**src/rtl/nfi_pkg.sv**
```systemverilog
package nfi_pkg;

   // Defaults for the top-level parameters.
   localparam int DEF_MAX_POINTS = 16;
   localparam int DEF_FRAC_BITS  = 16;

   // Field widths of the ports.
   localparam int XW  = 32;
   localparam int NPW = 5;
   localparam int PIW = 4;
   localparam int STW = 2;

   // Intermediate values (u, binomial terms, products, coefficients).
   localparam int QW = 48;

   // Multiplier operand magnitude width and half width.
   localparam int MW = 50;
   localparam int HW = MW / 2;
   localparam int PW = 2 * MW;

   // Iterative divider.
   localparam int DIV_W  = 64;
   localparam int DIS_W  = 33;
   localparam int DIV_CW = 7;

   localparam logic OP_LOAD = 1'b0;
   localparam logic OP_EVAL = 1'b1;

   localparam logic [STW-1:0] STATUS_OK   = 2'd0;
   localparam logic [STW-1:0] STATUS_ZERO = 2'd1;
   localparam logic [STW-1:0] STATUS_SAT  = 2'd2;

   typedef enum logic [3:0] {
      ST_IDLE,
      ST_COPY,
      ST_COPY_END,
      ST_DIFF,
      ST_DRAIN,
      ST_EVAL,
      ST_UDIV,
      ST_MA_GO,
      ST_MA_WAIT,
      ST_BD_GO,
      ST_BDIV,
      ST_MB_GO,
      ST_MB_WAIT,
      ST_FINISH
   } state_type;

endpackage

```
**src/rtl/nfi_div.sv**
```systemverilog
module nfi_div (
   input  logic                        clock,
   input  logic                        reset,
   input  logic                        start,
   input  logic [nfi_pkg::DIV_W-1:0]   dividend,
   input  logic [nfi_pkg::DIS_W-1:0]   divisor,
   input  logic [nfi_pkg::DIV_CW-1:0]  steps,
   output logic                        done,
   output logic [nfi_pkg::DIV_W-1:0]   quotient
);
   import nfi_pkg::*;

   logic              run_ff;
   logic              done_ff;
   logic [DIV_CW-1:0] cnt_ff;
   logic [DIV_W-1:0]  dvd_ff;
   logic [DIV_W-1:0]  quo_ff;
   logic [DIS_W-1:0]  rem_ff;
   logic [DIS_W-1:0]  dsr_ff;
   logic [DIS_W:0]    trial;
   logic [DIS_W:0]    diff;
   logic              fits;

   // One quotient bit per cycle, restoring form.
   assign trial = {rem_ff, dvd_ff[DIV_W-1]};
   assign fits  = trial >= {1'b0, dsr_ff};
   assign diff  = trial - {1'b0, dsr_ff};

   always_ff @(posedge clock) begin
      if (reset) begin
         run_ff  <= 1'b0;
         done_ff <= 1'b0;
         cnt_ff  <= '0;
      end else begin
         done_ff <= run_ff && (cnt_ff == DIV_CW'(1));
         if (start) begin
            run_ff <= 1'b1;
            cnt_ff <= steps;
         end else if (run_ff) begin
            cnt_ff <= cnt_ff - DIV_CW'(1);
            if (cnt_ff == DIV_CW'(1)) begin
               run_ff <= 1'b0;
            end
         end
      end
   end

   always_ff @(posedge clock) begin
      if (start) begin
         // Align the first quotient bit with the top of the shift register.
         dvd_ff <= dividend << (DIV_CW'(DIV_W) - steps);
         rem_ff <= '0;
         quo_ff <= '0;
         dsr_ff <= divisor;
      end else if (run_ff) begin
         rem_ff <= fits ? diff[DIS_W-1:0] : trial[DIS_W-1:0];
         quo_ff <= {quo_ff[DIV_W-2:0], fits};
         dvd_ff <= {dvd_ff[DIV_W-2:0], 1'b0};
      end
   end

   assign done     = done_ff;
   assign quotient = quo_ff;

endmodule
```
**config.mk**
```make
export PLATFORM = sky130hd
export DESIGN_NAME = nfi_div
export DESIGN_NICKNAME = d
export VERILOG_FILES = /design/src/rtl/nfi_pkg.sv /design/src/rtl/nfi_div.sv
export SDC_FILE = /design/constraint.sdc
export NUM_CORES = 1
export LEC_CHECK = 0
export ABC_AREA = 1
export ABC_CLOCK_PERIOD_IN_PS = 3300
export BUFFER_PORTS_ARGS = -buffer_cell sky130_fd_sc_hd__buf_2
export CAP_MARGIN = 30
export CORE_MARGIN = 4
export CORE_UTILIZATION = 30
export CTS_BUF_LIST = sky130_fd_sc_hd__clkbuf_16
export CTS_CLUSTER_DIAMETER = 200
export DETAILED_ROUTE_END_ITERATION = 10
export PLACE_DENSITY = 0.55
export SLEW_MARGIN = 20
export SYNTH_ARGS = -nofsm -noshare
export SYNTH_HDL_FRONTEND = slang
export SYNTH_SLANG_ARGS = --single-unit
```
**constraint.sdc**
```tcl
create_clock -name clock -period 3.3 [get_ports clock]
set_clock_uncertainty 0.15 [all_clocks]
set_input_delay 0.66 -clock clock [delete_from_list [all_inputs] [get_ports clock]]
set_output_delay 0.66 -clock clock [all_outputs]
set_load 0.005 [all_outputs]
```
==> impl_metrics.json, run 1 <==
{
  "initial_core_util_pct": 30.3,
  "die_h_um": 225,
  "maxSlewHeadroom_pct": 59.2,
  "synthesis.area_um2": 14100,
  "cellPowerDensity_nw_per_um2": 434,
  "synth_top_cell_area_share_pct": 21.3,
  "p_leak_nw": 8.00,
  "worstReg2RegStart": "dsr_ff[13]",
  "tightestPinTransition_ns": 0.608,
  "dp_hpwl_um": 34800,
  "via_per_inst": 4.91,
  "fin_crit_sh_pct": 88.6,
  "die-width_um": 225,
  "cts_inserted_buffers": 24,
  "grt_setup_unrepaired": "no",
  "reg2reg_depth": 14,
  "cts-root-buf": "clkbuf_16",
  "ctsResizeCount": 0,
  "fp.coreArea_um2": 46500,
  "fin_util_pct": 35.6,
  "end_kind": "register",
  "numClockSinks": 203,
  "synth_cell_type_count": 51,
  "drc": 0,
  "fmax_mhz": 342,
  "place_congestion": 0.970,
  "reg2reg_slack_ns": 0.37,
  "timing.final.hold_violations": 0,
  "area_growth_pct": 17.4,
  "grt_overflow_total": 0,
  "critPathArrivalTime_ns": 3.20,
  "min_from": "divisor[14]",
  "netSwitchingFraction_pct": 30.6,
  "ff_latch_area_um2": 5030,
  "drv_slew": 0,
  "drv_cap": 0,
  "wl_um": 46000,
  "clk_path_buf_depth": 3,
  "crit_path_start_kind": "register",
  "synth_area_leader_cell": "nand2_1",
  "drt_iter0_markers": 1272,
  "holdPathStages": 1,
  "num_io_pins": 172,
  "finalSetupTns_ns": 0,
  "crit_path_max_incr_delay_ns": 0.33,
  "avgSynthCellArea_um2": 6.62,
  "layout.cells.non_filler": 2887,
  "async_flop_share_pct": 0,
  "grt_max_degree": 68,
  "p_sw_w": 0.00219,
  "ant_nets": 0,
  "slowest_stage": "edfxtp_1",
  "holdWs_ns": 0.143,
  "dpl-instance-area_um2": 15700,
  "power_frac_seq_pct": 39.9,
  "cts_hold_buf": 0,
  "worstHoldEndpoint": "dsr_ff[14]",
  "cts_setup_buffers": 0,
  "drive_gt1_share_pct": 14.0,
  "die_area_um2": 50500,
  "syn_nets": 2273,
  "fin_nets": 2405,
  "grt_usage_pct": 17.5,
  "cts.htree.levels": 1,
  "synth_enable_flop_cells": 97,
  "wl_per_cell_um": 15.9,
  "hold_class": "in2reg",
  "synth_flop_cell": "dfxtp_1",
  "grt_antenna_before_repair": 1,
  "path_clk_slew_ns": 0.06,
  "final_area_um2": 16500,
  "rr_endpoint": "rem_ff[17]",
  "cts_tree": "done",
  "cp_common_cell": "nand2_1",
  "rows": 79,
  "io_buffer_count": 171,
  "clock_latency_ns": 0.54,
  "criticalPathCategory": "reg2reg",
  "multi_input_area_um2": 7590,
  "crit_chain": "inv_1, ha_1, nand2_1, inv_1, nand2_1, nor3_1, nand2_1, nand2_1, nand2_2, nand2_4, buf_4, nand2_1, nand3_1, nand2_1",
  "combinationalPowerShare_pct": 21.6,
  "ys_seq_elements": 203,
  "synthTopCellsByArea": "nand2_1 (21%), edfxtp_1 (21%), dfxtp_1 (15%)",
  "vdd_drop_max_v": 0.000501,
  "drtPass1Iterations": 5,
  "crit_path_max_fanout": 21,
  "status": "finished clean",
  "filler_cell_count": 5087,
  "grt_pass1_wl_um": 72200,
  "p_int_w": 0.00498,
  "yosysSeqAreaShare_pct": 35.7,
  "final.min_clock_period_ns": 2.93,
  "required_ns": 3.58,
  "power.share.clock_pct": 38.4,
  "synth_warnings": 0,
  "dp.cells": 2842,
  "grt_pass1_vias": 13300,
  "setup_viol": 0,
  "vias": 14200,
  "synth_cells": 2129
}
-- metal layers --
metal	part of all wire (%)	global-route usage, %
met3	4.8	2.18
met1	43	22.5
met2	50	31.4
met4	2.4	3.97
met5	0	0
-- cell usage after synthesis, types with 15 or more instances --
cell      number
nand3b_1      28
buf_2         28
nor2_1        73
nand3_1      327
dfxtp_1      106
a21oi_1       29
o22ai_1       64
o21ai_1       30
or2_2         28
xnor2_1       15
nand2_1      800
o21ai_0       51
edfxtp_1      97
inv_1        234
clkbuf_1      53
ha_1          36
-- logic make-up after synthesis --
group | after synthesis | share of synthesized area [%]
and+or+nand+nor | 1308 | 40.1
buffers and inverters | 352 | 10.4
AOI/OAI and AO/OA | 204 | 8.55
DFF | 203 | 35.7
adders and majority gates | 37 | 3.34
xor gates and xnor gates | 20 | 1.43
muxes | 5 | 0.355
-- state kept, by name, summed over array words and instances, names as in the netlist --
register and cells:
cnt_ff 7, done 1, dsr_ff 33, dvd_ff 64
quotient 64, rem_ff 33, run_ff 1
-- worst max-delay path, delay by kind of cell (launching register included) --
kind	cells	cell delay [ns]
and+or+nand+nor	10	1.52
DFF	1	0.33
buffers and inverters	3	0.45
adders and majority gates	1	0.33
-- area by class of cell --
class                      count  area share (%)
multi-input combinational   1574            45.9
antenna                        2          0.0303
clock buffer                  31            4.69
tap                          607            4.59
inverter                     242            5.56
sequential                   203            30.5
clock inverter                12           0.394
timing repair buffer         216            8.36
-- power by group through the flow --
stage	sequential (W)	combinational (W)	clock (W)
after detailed placement	0.00291	0.00153	0
final	0.00286	0.00155	0.00276
after global placement	0.00291	0.00153	0
after floorplan	0.00290	0.00103	0
after global routing	0.00287	0.00173	0.00296
after CTS	0.00286	0.00154	0.00284
-- worst max-delay path by stage --
stage / slack (ns) / to / start
2_1_floorplan: 0.31 / dvd_ff[61] / steps[0]
6_report: 0.37 / rem_ff[17] / dsr_ff[13]
3_3_place_gp: 0.21 / dvd_ff[56] / steps[1]
3_5_place_dp: 0.20 / dvd_ff[56] / steps[1]
4_1_cts: 0.40 / rem_ff[17] / dsr_ff[25]
5_1_grt: 0.16 / rem_ff[17] / dsr_ff[12]
-- layout by cell type, fill, tap and decap left out, drive strengths merged, types with 16 or more instances in the layout --
master,Yosys,routed
nand2,808,808
nand3,327,327
inv,239,243
buf,56,216
dfxtp,106,106
edfxtp,97,97
o21ai,81,81
nor2,78,78
o22ai,64,64
ha,36,36
clkbuf,54,31
or2,30,30
a21oi,29,29
nand3b,28,28
xnor2,16,16
and2,16,16
-- stage by stage --
stage | setup slack [ns] | total power [W]
4_1_cts | 0.396 | 0.00724
3_5_place_dp | 0.203 | 0.00445
6_report | 0.375 | 0.00717
3_3_place_gp | 0.214 | 0.00444
2_1_floorplan | 0.311 | 0.00393
5_1_grt | 0.160 | 0.00756
(Power assumes the default switching activity.)
==> inputs of run 2 (changes only) <==
--- a/config.mk
+++ b/config.mk
@@ -9,7 +9,6 @@
 export ABC_CLOCK_PERIOD_IN_PS = 3300
 export BUFFER_PORTS_ARGS = -buffer_cell sky130_fd_sc_hd__buf_2
 export CAP_MARGIN = 30
-export CORE_MARGIN = 4
 export CORE_UTILIZATION = 30
 export CTS_BUF_LIST = sky130_fd_sc_hd__clkbuf_16
 export CTS_CLUSTER_DIAMETER = 200
==> run 2 against run 1 <==
Effect of this change: global-route usage is 1.7 points higher; wire length is 0.28% lower; final area is 1.1% lower; sequential cell count stayed put; sequential share of layout area is 0.35 points higher; combinational power hardly changed.
==> impl_metrics.json, run 2 (synthesis results as in run 1) <==
{
  "fin_crit_sh_pct": 86.4,
  "ant_nets": 0,
  "dp_hpwl_um": 34300,
  "rr_endpoint": "rem_ff[22]",
  "grt_max_degree": 64,
  "die_h_um": 219,
  "status": "finished clean",
  "grt_usage_pct": 19.2,
  "reg2reg_depth": 14,
  "drv_cap": 0,
  "via_per_inst": 4.88,
  "grt_setup_unrepaired": "no",
  "vdd_drop_max_v": 0.000394,
  "crit_path_max_fanout": 22,
  "setup_viol": 0,
  "wl_per_cell_um": 16.0,
  "drt_iter0_markers": 1047,
  "place_congestion": 0.950,
  "die-width_um": 219,
  "timing.final.hold_violations": 0,
  "drc": 0,
  "vias": 14000,
  "cts.htree.levels": 1,
  "rows": 79,
  "wl_met1_um": 19900,
  "p_leak_nw": 7.90,
  "drive_gt1_share_pct": 13.5,
  "io_buffer_count": 171,
  "maxSlewHeadroom_pct": 58.0,
  "drtPass1Iterations": 5,
  "die_area_um2": 47800,
  "path_clk_slew_ns": 0.06,
  "tightestPinTransition_ns": 0.630,
  "grt_antenna_before_repair": 2,
  "numClockSinks": 203,
  "clk_path_buf_depth": 3,
  "crit_chain": "inv_1, ha_1, inv_1, fa_1, nand3_1, nand3b_1, nand2_1, nand2_1, nand2_2, nand2_4, nand2_2, nand2_1, nand2_1, nand2_1",
  "grt_pass1_vias": 13500,
  "drv_slew": 0,
  "clock_latency_ns": 0.54,
  "highest_layer": "met4",
  "holdPathStages": 1,
  "wl_um": 45900,
  "fin_nets": 2395,
  "wl_met2_um": 22600,
  "crit_path_start_kind": "register",
  "cts_setup_buffers": 0,
  "grt_pass1_wl_um": 72700,
  "required_ns": 3.58,
  "fp.coreArea_um2": 46500,
  "fmax_mhz": 351,
  "pre_cts_slack_ns": 0.0569,
  "ctsResizeCount": 0,
  "crit_path_max_incr_delay_ns": 0.47,
  "cp_common_cell": "nand2_1",
  "grt_overflow_total": 0,
  "dp.cells": 2832,
  "slowest_stage": "fa_1",
  "reg2reg_slack_ns": 0.45,
  "cts-root-buf": "clkbuf_16",
  "critPathArrivalTime_ns": 3.13,
  "hold_class": "in2reg",
  "cts_inserted_buffers": 24,
  "initial_core_util_pct": 30.3,
  "cts_tree": "done",
  "cts_hold_buf": 0,
  "end_kind": "register",
  "num_io_pins": 172,
  "cellPowerDensity_nw_per_um2": 430,
  "most-common-layout-cells": "nand2_1 (799), nand3_1 (327), inv_1 (234)",
  "criticalPathCategory": "reg2reg",
  "wl_met3_um": 2120,
  "worstReg2RegStart": "dvd_ff[63]",
  "layout.cells.most_common": "nand2_1",
  "fin_ws_ns": 0.449,
  "finalSetupTns_ns": 0,
  "final.min_clock_period_ns": 2.85,
  "area_growth_pct": 16.0,
  "min_from": "divisor[22]",
  "layout.cells.non_filler": 2877,
  "worstHoldEndpoint": "dsr_ff[22]"
}
==> run 2: cell count changes in the layout (fill, tap and decap cells not counted) <==
cell,before,now
buf_12,15,11
buf_4,30,24
clkbuf_16,31,28
clkinv_1,3,4
clkinv_2,5,7
clkinv_4,2,0
clkinvlp_4,1,2
inv_8,0,1
==> run 2: area by class of cell <==
cell class	count	area, um^2
clock inverters	15	80.1
clock buffers	28	701
flip-flops and latches	203	5030
well taps	607	759
fillers	5097	30100
repair buffers	206	1260
multi-input cells	1574	7590
diodes	2	5.00
inverters	242	918
==> run 2: worst max path at each step <==
stage	from	end	slack [ns]	cells past startpoint
2_1_floorplan	steps[0]	dvd_ff[61]	0.31	15
3_3_place_gp	steps[0]	dvd_ff[34]	0.05	12
3_5_place_dp	steps[0]	dvd_ff[34]	0.06	12
4_1_cts	dvd_ff[63]	rem_ff[22]	0.43	14
5_1_grt	dvd_ff[63]	rem_ff[23]	0.26	14
6_report	dvd_ff[63]	rem_ff[22]	0.45	14
==> run 2: power by group <==
group	leakage [nW]	internal [W]	switching, W
clock	0.399	0.00152	0.00111
sequential	1.86	0.00281	0.0000494
combinational	5.65	0.000489	0.00104
==> run 2: layer usage <==
layer	GRT usage (%)	up-vias
met5	0	-
met4	5.67	0
met3	2.44	67
met2	33.8	344
met1	24.2	6461
li1	-	7156
==> run 2: critical path: cells and delay by family (launching register included) <==
| family | cells | cell delay (ns) |
|---|---|---|
| AND/OR/NAND/NOR | 10 | 1.43 |
| adder cells (fa/ha/maj) | 2 | 0.61 |
| buffers and inverters | 2 | 0.15 |
| flip-flops | 1 | 0.38 |
==> run 2: through the flow <==
step	instance area (um^2)	power, W	hold slack [ns]	utilization (%)
floorplan	14100	0.00393	0.294	-
global placement	15600	0.00443	0.290	33.5
detailed placement	15600	0.00443	0.302	33.5
CTS	16300	0.00711	0.105	35.2
global route	16300	0.00740	0.118	35.2
finish	16300	0.00702	0.141	35.2
