[config.mk]
export PLATFORM = sky130hd
export DESIGN_NAME = nfi_ram
export DESIGN_NICKNAME = d
export VERILOG_FILES = /design/src/rtl/nfi_ram.sv
export SDC_FILE = /design/constraint.sdc
export NUM_CORES = 1
export LEC_CHECK = 0
export BUFFER_PORTS_ARGS = -buffer_cell sky130_fd_sc_hd__buf_2
export CORE_MARGIN = 2
export CORE_UTILIZATION = 60
export CTS_BUF_LIST = sky130_fd_sc_hd__clkbuf_4 sky130_fd_sc_hd__clkbuf_8
export DETAILED_ROUTE_END_ITERATION = 7
export PLACE_DENSITY = 0.88
export SLEW_MARGIN = 20
export SYNTH_ARGS = -nofsm -noshare
export SYNTH_HDL_FRONTEND = slang
export SYNTH_SLANG_ARGS = --single-unit
[constraint.sdc]
create_clock -name clock -period 9.55 [get_ports clock]
set_clock_uncertainty 0.15 [all_clocks]
set_input_delay 0.4775 -clock clock [delete_from_list [all_inputs] [get_ports clock]]
set_output_delay 0.4775 -clock clock [all_outputs]
set_load 0.1 [all_outputs]
[src/rtl/nfi_ram.sv]
module nfi_ram #(
   parameter int WIDTH = 32,
   parameter int DEPTH = 16
) (
   input  logic                     clock,
   input  logic                     wr_en,
   input  logic [$clog2(DEPTH)-1:0] wr_addr,
   input  logic [WIDTH-1:0]         wr_data,
   input  logic [$clog2(DEPTH)-1:0] rd_addr,
   output logic [WIDTH-1:0]         rd_data
);

   logic [WIDTH-1:0] mem_ff [DEPTH];
   logic [WIDTH-1:0] rd_data_ff;

   always_ff @(posedge clock) begin
      if (wr_en) begin
         mem_ff[wr_addr] <= wr_data;
      end
      rd_data_ff <= mem_ff[rd_addr];
   end

   assign rd_data = rd_data_ff;

endmodule

==> results.yml, run 1 <==
layout:
  drive_gt1_share_pct: 36.3
  final_nets: 1015
  final_cell_area_sq_um: 22600
  syn_to_final_growth_pct: 13.8
placed_design:
  numPortBuffers: 73
  dp_hpwl_mm: 19.9
  placed_area_sq_um: 20900
  gp_congestion: 0.711
  dp_slack_ps: 5970
logic_synthesis:
  synth_edf_count: 512
  synthFlopType: "edfxtp_1"
  synth-simple-area-share_pct: 1.27
  synth-xor-area-share_pct: 0
  async_flop_share_pct: 0
  yosys-top-cells-count: "edfxtp_1 (512), mux4_2 (128), a22oi_1 (64)"
  synthMuxAreaShare_pct: 14.5
  avgSynthCellArea_sq_um: 23.7
  ys_types: 18
  synth-seq-area-share_pct: 80.7
  synthCells: 838
  ys_warn_count: 0
  synth_top_family_by_area: "multiplexers"
  yosys.area.top_type: "edfxtp_1"
  synth_compound_gate_area_share_pct: 2.42
  synth_area_sq_um: 19900
  ys_ff_latch: 544
  ys_top_cells_by_area: "edfxtp_1 (77%), mux4_2 (15%), dfxtp_1 (3.2%)"
  synthAdderAreaFrac_pct: 0
  syn-num-nets: 880
  yosysMostFrequentCell: "edfxtp_1"
  yosysTopAreaCellShare_pct: 77.4
worst_setup_path:
  slowest_delay_ps: 720
  crit_chain: "clkbuf_8 > buf_6 > mux4_2 > a22oi_1 > nand2_1"
  crit_fanout: 77
  critPathSlowestCell: "clkbuf_8"
  cp.arrival_ps: 2940
  worstSetupPathType: "in2reg"
  worstSetupEndpointType: "flip-flop"
  critPathRequiredTime_ps: 9890
  start_kind: "primary input"
sta:
  hold_viol_final: 0
  tightestPinTransition_ps: 1080
  setup_viol: 0
  slew_headroom_pct: 28.2
  fmax_mhz: 384
  layout_min_cycle_time_ps: 2610
  whs_ps: 68.3
  fin_crit_sh_pct: 27.3
  setup_slack_ps: 6940
  finalMaxSlewViolations: 0
  rsz0062_at_grt: "no"
  tns_ps: 0
grt:
  grt_pass1_vias: 9626
  grt_start_max_net_pins: 78
  grt_pass1_wl_mm: 59.5
  antenna_found_initial: 3
  track_usage_pct: 24.6
  grt_overflow: 0
cts:
  cts_tree: "done"
  insertion_delay_ps: 620
  htreeDepth: 3
  numCtsBuffers: 82
  clk_pin_slew_ps: 70
  clock_sinks: 544
  cts_resized: 0
  cts_root_buf: "clkbuf_8"
  cts_hold_repair.buffers: 0
  post_cts_buffers: 0
  ctsLongestPathBuffers: 3
floorplan:
  die_h_um: 186
  die_w_um: 186
  rows: 66
  initial_core_util_pct: 61.0
  coreArea_sq_um: 32500
  io_pins: 74
  die_area_sq_um: 34600
worst_hold_path:
  hold_path.class: "in2reg"
route:
  routed_wl_mm: 40.7
  wl_per_cell_um: 27.4
  ant_nets: 0
  vias_per_cell: 6.31
  vias: 9364
  drt_iter0_drc: 1205
  drc_errors: 0
  first_pass_iters: 5
power_and_ir_drop:
  power_leakage_uw: 0.00735
  max-vdd-ir-drop_v: 0.000118
  power.total_uw: 4990
  p_per_area_nw_per_um2: 221
job:
  maxCapViolations: 0
outcome:
  status: "finished clean"
[final timing paths]
| kind | startpoint | end | slack, ps | depth (start not counted) |
|---|---|---|---|---|
| max | rd_addr[0] | rd_data[20] | 6940 | 5 |
| min | wr_data[29] | mem_ff[2][29] | 70 | 1 |
| max reg2reg | mem_ff[11][0] | rd_data[0] | 8050 | 3 |
| min reg2reg | mem_ff[13][3] | rd_data[3] | 490 | 3 |
[flip-flops by register name (all words and copies together) (netlist names)]
| name | cells |
|---|---|
| mem_ff | 512 |
| rd_data | 32 |
[placed cells by master (no fill, tap or decap), types with 13 or more instances in the layout]
cell | netlist | layout
nor2_4 | 0 | 13
clkbuf_8 | 0 | 91
clkbuf_4 | 0 | 30
clkinv_1 | 0 | 17
buf_4 | 11 | 21
a22oi_1 | 64 | 64
dfxtp_1 | 32 | 32
mux4_2 | 128 | 128
edfxtp_1 | 512 | 512
buf_2 | 4 | 71
nand2_1 | 33 | 33
[routing by layer]
| layer | up-vias | global-route usage (%) | routed length, um |
|---|---|---|---|
| met5 | - | 0 | 23 |
| met4 | 4 | 10.0 | 1110 |
| met3 | 78 | 4.56 | 4020 |
| met2 | 579 | 40.3 | 20800 |
| met1 | 4843 | 33.2 | 14800 |
| li1 | 3860 | - | - |
[through the flow]
stage          cells  util, %
4_1_cts         1482     69.4
5_1_grt         1483     69.4
3_5_place_dp    1331     64.1
2_1_floorplan    838        -
6_report        1484     69.4
3_3_place_gp    1331     64.1
[worst max-delay path, delay by kind of cell]
family          cells  cell delay, ps
buf+inv             2            1400
simple gates        1             120
compound gates      1             240
mux                 1             600
[area by class of cell]
type / count / area, sq um
antenna: 2 / 5.00
multi-input combinational: 251 / 3750
sequential: 544 / 16000
clock inverter: 31 / 270
tap: 442 / 553
timing repair buffer: 94 / 538
clock buffer: 120 / 1460
fill: 1848 / 9940
[cells by family (layout without fill, tap and decap cells)]
family | Yosys count | count (layout)
compound gates | 64 | 64
buf+inv | 43 | 245
flops | 544 | 544
mux | 128 | 128
other cells | 0 | 2
simple gates | 59 | 59
[where the power goes]
| part | internal (uW) | switching (uW) | leakage [uW] |
|---|---|---|---|
| clock | 1100 | 858 | 0.000908 |
| combinational | 93.5 | 245 | 0.00154 |
| sequential | 2670 | 19.2 | 0.00489 |
No activity file was read; power rests on OpenSTA's default activity.
==> run 2: changes to the inputs <==
==> constraint.sdc (replaced) <==
create_clock -name clock -period 2.58 [get_ports clock]
set_clock_uncertainty 0.15 [all_clocks]
set_input_delay 0.129 -clock clock [delete_from_list [all_inputs] [get_ports clock]]
set_output_delay 0.129 -clock clock [all_outputs]
set_load 0.1 [all_outputs]
==> run 2 against run 1 <==
Combinational power rose to 4.0 times the previous value. Global-route usage rose by 1.3 points. Largest power group unchanged. Final cell count rose by 4.1%. Critical path depth rose by 1. Routed wire length rose by 5.9%. Power rose to 3.7 times the previous value.
==> results.yml, run 2 (synthesized netlist as in run 1, its figures left out) <==
grt:
  track_usage_pct: 25.9
  grt_start_max_net_pins: 38
  grt_overflow: 0
  antenna_found_initial: 0
  grt_pass1_wl_mm: 62.9
  grt_pass1_vias: 10200
sta:
  slew_headroom_pct: 62.7
  rsz0062_at_grt: "no"
  layout_min_cycle_time_ps: 1770
  finalMaxSlewViolations: 0
  tightestPinTransition_ps: 558
  hold_viol_final: 0
  fin_crit_sh_pct: 68.7
  fmax_mhz: 564
  setup_viol: 0
floorplan:
  io_pins: 74
  die_h_um: 186
  die_w_um: 186
  coreArea_sq_um: 32500
  die_area_sq_um: 34600
  initial_core_util_pct: 61.0
  rows: 66
cts:
  insertion_delay_ps: 610
  cts_tree: "done"
  htreeDepth: 3
  cts_root_buf: "clkbuf_8"
  cts_resized: 0
  clock_sinks: 544
  clk_pin_slew_ps: 60
  numCtsBuffers: 82
  ctsLongestPathBuffers: 3
layout:
  diodes: 0
  final_common_cell: "edfxtp_1"
  final_nets: 1078
  fin_cells: 1545
  largest-register: "mem_ff"
  largest_reg_flops: 512
  most-common-layout-cells: "edfxtp_1 (512), mux4_2 (128), clkbuf_8 (94), buf_2 (71), a22oi_1 (64)"
  fillers: 1770
  drive_gt1_share_pct: 36.9
  final_cell_area_sq_um: 23300
  syn_to_final_growth_pct: 17.3
power_and_ir_drop:
  p_int_uw: 14400
  power_frac_seq_pct: 53.5
  power.switching_uw: 4250
  max-vdd-ir-drop_v: 0.000439
  p_per_area_nw_per_um2: 799
  power_frac_clock_pct: 39.2
  pwr-share-comb_pct: 7.3
  power_leakage_uw: 0.00770
  swShare_pct: 22.8
worst_setup_path:
  r2r_end: "rd_data[19]"
  setup.worst_path.start: "rd_addr[3]"
  worstSetupPathType: "in2reg"
  reg2reg_depth: 3
  cp.arrival_ps: 2170
  start_kind: "primary input"
  crit_fanout: 8
  timing.rr.start: "mem_ff[3][19]"
  reg2reg_slack_ps: 1000
  endpoint: "rd_data[12]"
  worstSetupEndpointType: "flip-flop"
  critPathRequiredTime_ps: 2980
placed_design:
  place_inst: 1359
  dp_hpwl_mm: 24.7
  numPortBuffers: 73
  gp_congestion: 0.747
  placed_area_sq_um: 21200
route:
  vias: 9704
  ant_nets: 0
  first_pass_iters: 5
  routed_wl_mm: 43.1
  drc_errors: 0
  vias_per_cell: 6.28
  wl_per_cell_um: 27.9
  drt_iter0_drc: 1142
worst_hold_path:
  hold_path.class: "in2reg"
outcome:
  status: "finished clean"
job:
  maxCapViolations: 0
## run 2: changes by cell type in the layout (fill, tap and decap cells not counted), moves of 4 or more
| cell | change |
|---|---|
| clkbuf_4 | -7 |
| clkinv_2 | +6 |
| nor3_2 | -4 |
| buf_12 | +9 |
| dlygate4sd3_1 | +35 |
| nor3_4 | +4 |
| buf_4 | +20 |
## run 2: stage by stage
step / hold WS [ps] / total power (uW) / utilization (%) / worst slack [ps] / setup TNS [ps]
floorplan: 77.9 / 11000 / - / -7.03 / -674
detailed placement: 365 / 11500 / 65.2 / 554 / 0
CTS: 52.4 / 18700 / 71.6 / 836 / 0
global route: 93.2 / 19100 / 71.6 / 751 / 0
global placement: 342 / 11400 / 65.2 / 644 / 0
finish: 86.0 / 18600 / 71.6 / 809 / 0
## run 2: layout make-up
| class | instances | area (sq um) | share of cell area (%) |
|---|---|---|---|
| Clock inverter | 35 | 292 | 1.25 |
| Multi-Input combinational cell | 251 | 3770 | 16.2 |
| Tap cell | 442 | 553 | 2.37 |
| Sequential cell | 544 | 16000 | 68.8 |
| Timing Repair Buffer | 157 | 1210 | 5.18 |
| Clock buffer | 116 | 1450 | 6.24 |
## run 2: worst max-delay path, cell delays in order
cell and delay, ps:
dlygate4sd3_1 530, buf_2 190, nor2b_4 400, dlygate4sd3_1 700, a22oi_1 110, nand2_1 90
## run 2: how the worst min path moves through the flow
stage / start / end / slack (ps) / cells past startpoint
2_1_floorplan: wr_data[0] / mem_ff[0][0] / 80 / 0
3_3_place_gp: wr_data[22] / mem_ff[15][22] / 340 / 1
3_5_place_dp: wr_data[28] / mem_ff[13][28] / 370 / 1
4_1_cts: wr_addr[1] / mem_ff[0][0] / 50 / 3
5_1_grt: rd_addr[1] / rd_data[6] / 90 / 4
6_report: rd_addr[1] / rd_data[5] / 90 / 4
## run 2: layer usage
layer,track usage (%),wire [um],vias up
met1,34.3,16000,5058
met2,43.0,21800,570
met4,8.94,1090,0
li1,-,-,3979
met3,5.91,4250,97
met5,0,0,-
## run 2: power groups by stage
stage / Combinational [uW] / Sequential, uW / Clock (uW)
6_report: 1360 / 9950 / 7300
5_1_grt: 1430 / 9960 / 7750
4_1_cts: 1370 / 9950 / 7400
3_5_place_dp: 1320 / 10100 / 0
3_3_place_gp: 1280 / 10100 / 0
2_1_floorplan: 475 / 10500 / 0
## run 2: repair_timing
action / CTS / global route
hold endpoints to repair: 525 / 0
endpoints found under the setup margin: 0 / 0
hold buffers: 35 / 0
buffers inserted: 0 / 0
==> run 3: changes to the inputs <==
==> constraint.sdc (replaced) <==
create_clock -name clock -period 1.7 [get_ports clock]
set_clock_uncertainty 0.15 [all_clocks]
set_input_delay 0.085 -clock clock [delete_from_list [all_inputs] [get_ports clock]]
set_output_delay 0.085 -clock clock [all_outputs]
set_load 0.1 [all_outputs]
==> run 3 against run 2 <==
Sequential share of layout area is 1.2 points lower. Clock power is 53% higher. Combinational power up 59%. Non-clock buffer count increased by 4. Worst setup slack worse by 780 ps. Routed wire length up 8.0%. Critical path depth shrank 5. Register-to-register slack worse by 850 ps. Die area did not move. Global-route usage up 2.2 points. Critical path type is now reg2out.
==> results.yml, run 3 (synthesized netlist as in run 1, its figures left out) <==
power_and_ir_drop:
  max-vdd-ir-drop_v: 0.000591
  power_leakage_uw: 0.00781
  p_per_area_nw_per_um2: 1200
grt:
  antenna_found_initial: 2
  grt_overflow: 0
  grt_pass1_wl_mm: 67.7
  grt_start_max_net_pins: 43
  met2_usage_pct: 44.6
  grt_pass1_vias: 10600
  track_usage_pct: 28.1
  met3_usage_pct: 7.43
  grt_use_met1_pct: 38.6
  busiest_layer: "met2"
route:
  first_pass_iters: 5
  drc_errors: 0
  wl_per_cell_um: 30.1
  ant_nets: 0
  routed_wl_mm: 46.6
  vias: 9984
  vias_per_cell: 6.44
  drt_iter0_drc: 1643
worst_setup_path:
  crit_fanout: 1
  critPathRequiredTime_ps: 1460
  cp.arrival_ps: 1440
  slowest_delay_ps: 450
  worstSetupEndpointType: "output pin"
  start_kind: "flip-flop"
  worst-path-buf-inv: 1
  cp_top_family: "buffers and inverters"
  critPathSlowestCell: "buf_2"
  crit_chain: "buf_2"
  worstSetupPathType: "reg2out"
layout:
  final_cell_area_sq_um: 23700
  multi_input_area_sq_um: 3780
  seqCellArea_sq_um: 16000
  most-common-layout-cells: "edfxtp_1 (512), mux4_2 (128), clkbuf_8 (97), buf_2 (66), a22oi_1 (64)"
  fillers: 1698
  syn_to_final_growth_pct: 19.4
  largest-register: "mem_ff"
  final_nets: 1082
  utilization_pct: 72.9
  drive_gt1_share_pct: 37.3
  largest_reg_flops: 512
  final_common_cell: "edfxtp_1"
cts:
  htreeDepth: 3
  cts_root_buf: "clkbuf_8"
  post_cts_buffers: 0
  ctsLongestPathBuffers: 3
  numCtsBuffers: 82
  cts_tree: "done"
  clk_pin_slew_ps: 60
  clock_sinks: 544
  insertion_delay_ps: 610
floorplan:
  initial_core_util_pct: 61.0
  die_h_um: 186
  die_area_sq_um: 34600
  rows: 66
  coreArea_sq_um: 32500
  io_pins: 74
  die_w_um: 186
sta:
  finalMaxSlewViolations: 0
  rsz0062_at_grt: "no"
  setup_viol: 0
  fmax_mhz: 597
  setup_slack_ps: 26.1
  whs_ps: 21.9
  fin_crit_sh_pct: 98.5
  hold_viol_final: 0
  tightestPinTransition_ps: 776
  layout_min_cycle_time_ps: 1670
  slew_headroom_pct: 48.1
placed_design:
  numPortBuffers: 73
  placed_area_sq_um: 21600
  dp_hpwl_mm: 23.6
  dp_slack_ps: -48.4
  gp_congestion: 0.760
job:
  maxCapViolations: 0
worst_hold_path:
  hold_path.class: "in2reg"
outcome:
  status: "finished clean"
## run 3: changes by cell type in the layout (fill, tap and decap cells not counted), moves of 4 or more
| cell | previous run | this run |
|---|---|---|
| buf_2 | 71 | 66 |
| clkinv_2 | 9 | 4 |
| buf_4 | 41 | 17 |
| clkinv_1 | 15 | 11 |
| clkbuf_4 | 23 | 38 |
| inv_6 | 4 | 0 |
| buf_12 | 9 | 36 |
## run 3: worst paths after layout
check             depth (start not counted)  slack, ps             to     startpoint
hold / removal                            4         20  mem_ff[4][18]          wr_en
setup reg to reg                          3        150    rd_data[28]  mem_ff[3][28]
setup / recovery                          1         30    rd_data[18]    rd_data[18]
hold reg to reg                           3        500     rd_data[1]  mem_ff[14][1]
## run 3: cell type report
cell class,count,share of cell area [%]
clock inverter,19,0.575
tap,442,2.33
multi-input combinational,251,15.9
sequential,544,67.5
clock buffer,132,6.71
timing repair buffer,161,6.89
antenna,2,0.0211
## run 3: report_power, final
part,leakage (uW),switching [uW],total [uW],internal (uW)
clock,0.000917,4930,11200,6230
combinational,0.00199,1470,2160,692
sequential,0.00489,131,15100,15000
## run 3: layer usage
| layer | vias up | share of wire [%] |
|---|---|---|
| met3 | 99 | 12 |
| li1 | 3991 | - |
| met1 | 5122 | 36 |
| met2 | 772 | 50 |
| met4 | 0 | 2.5 |
| met5 | - | 0 |
## run 3: per-stage QoR
step / TNS (ps) / total power [uW] / cells
final: 0 / 28400 / 1551
after CTS: 0 / 28500 / 1549
after global routing: 0 / 29200 / 1549
after global placement: -1800 / 17300 / 1359
after detailed placement: -83.9 / 17400 / 1361
after floorplan: -43280 / 16700 / 838
## run 3: what timing repair did
action                                  4_1_cts  5_1_grt
resized for setup                             3        2
hold buffers                                 37        0
endpoints found under the setup margin        3        2
hold endpoints to repair                    568        0
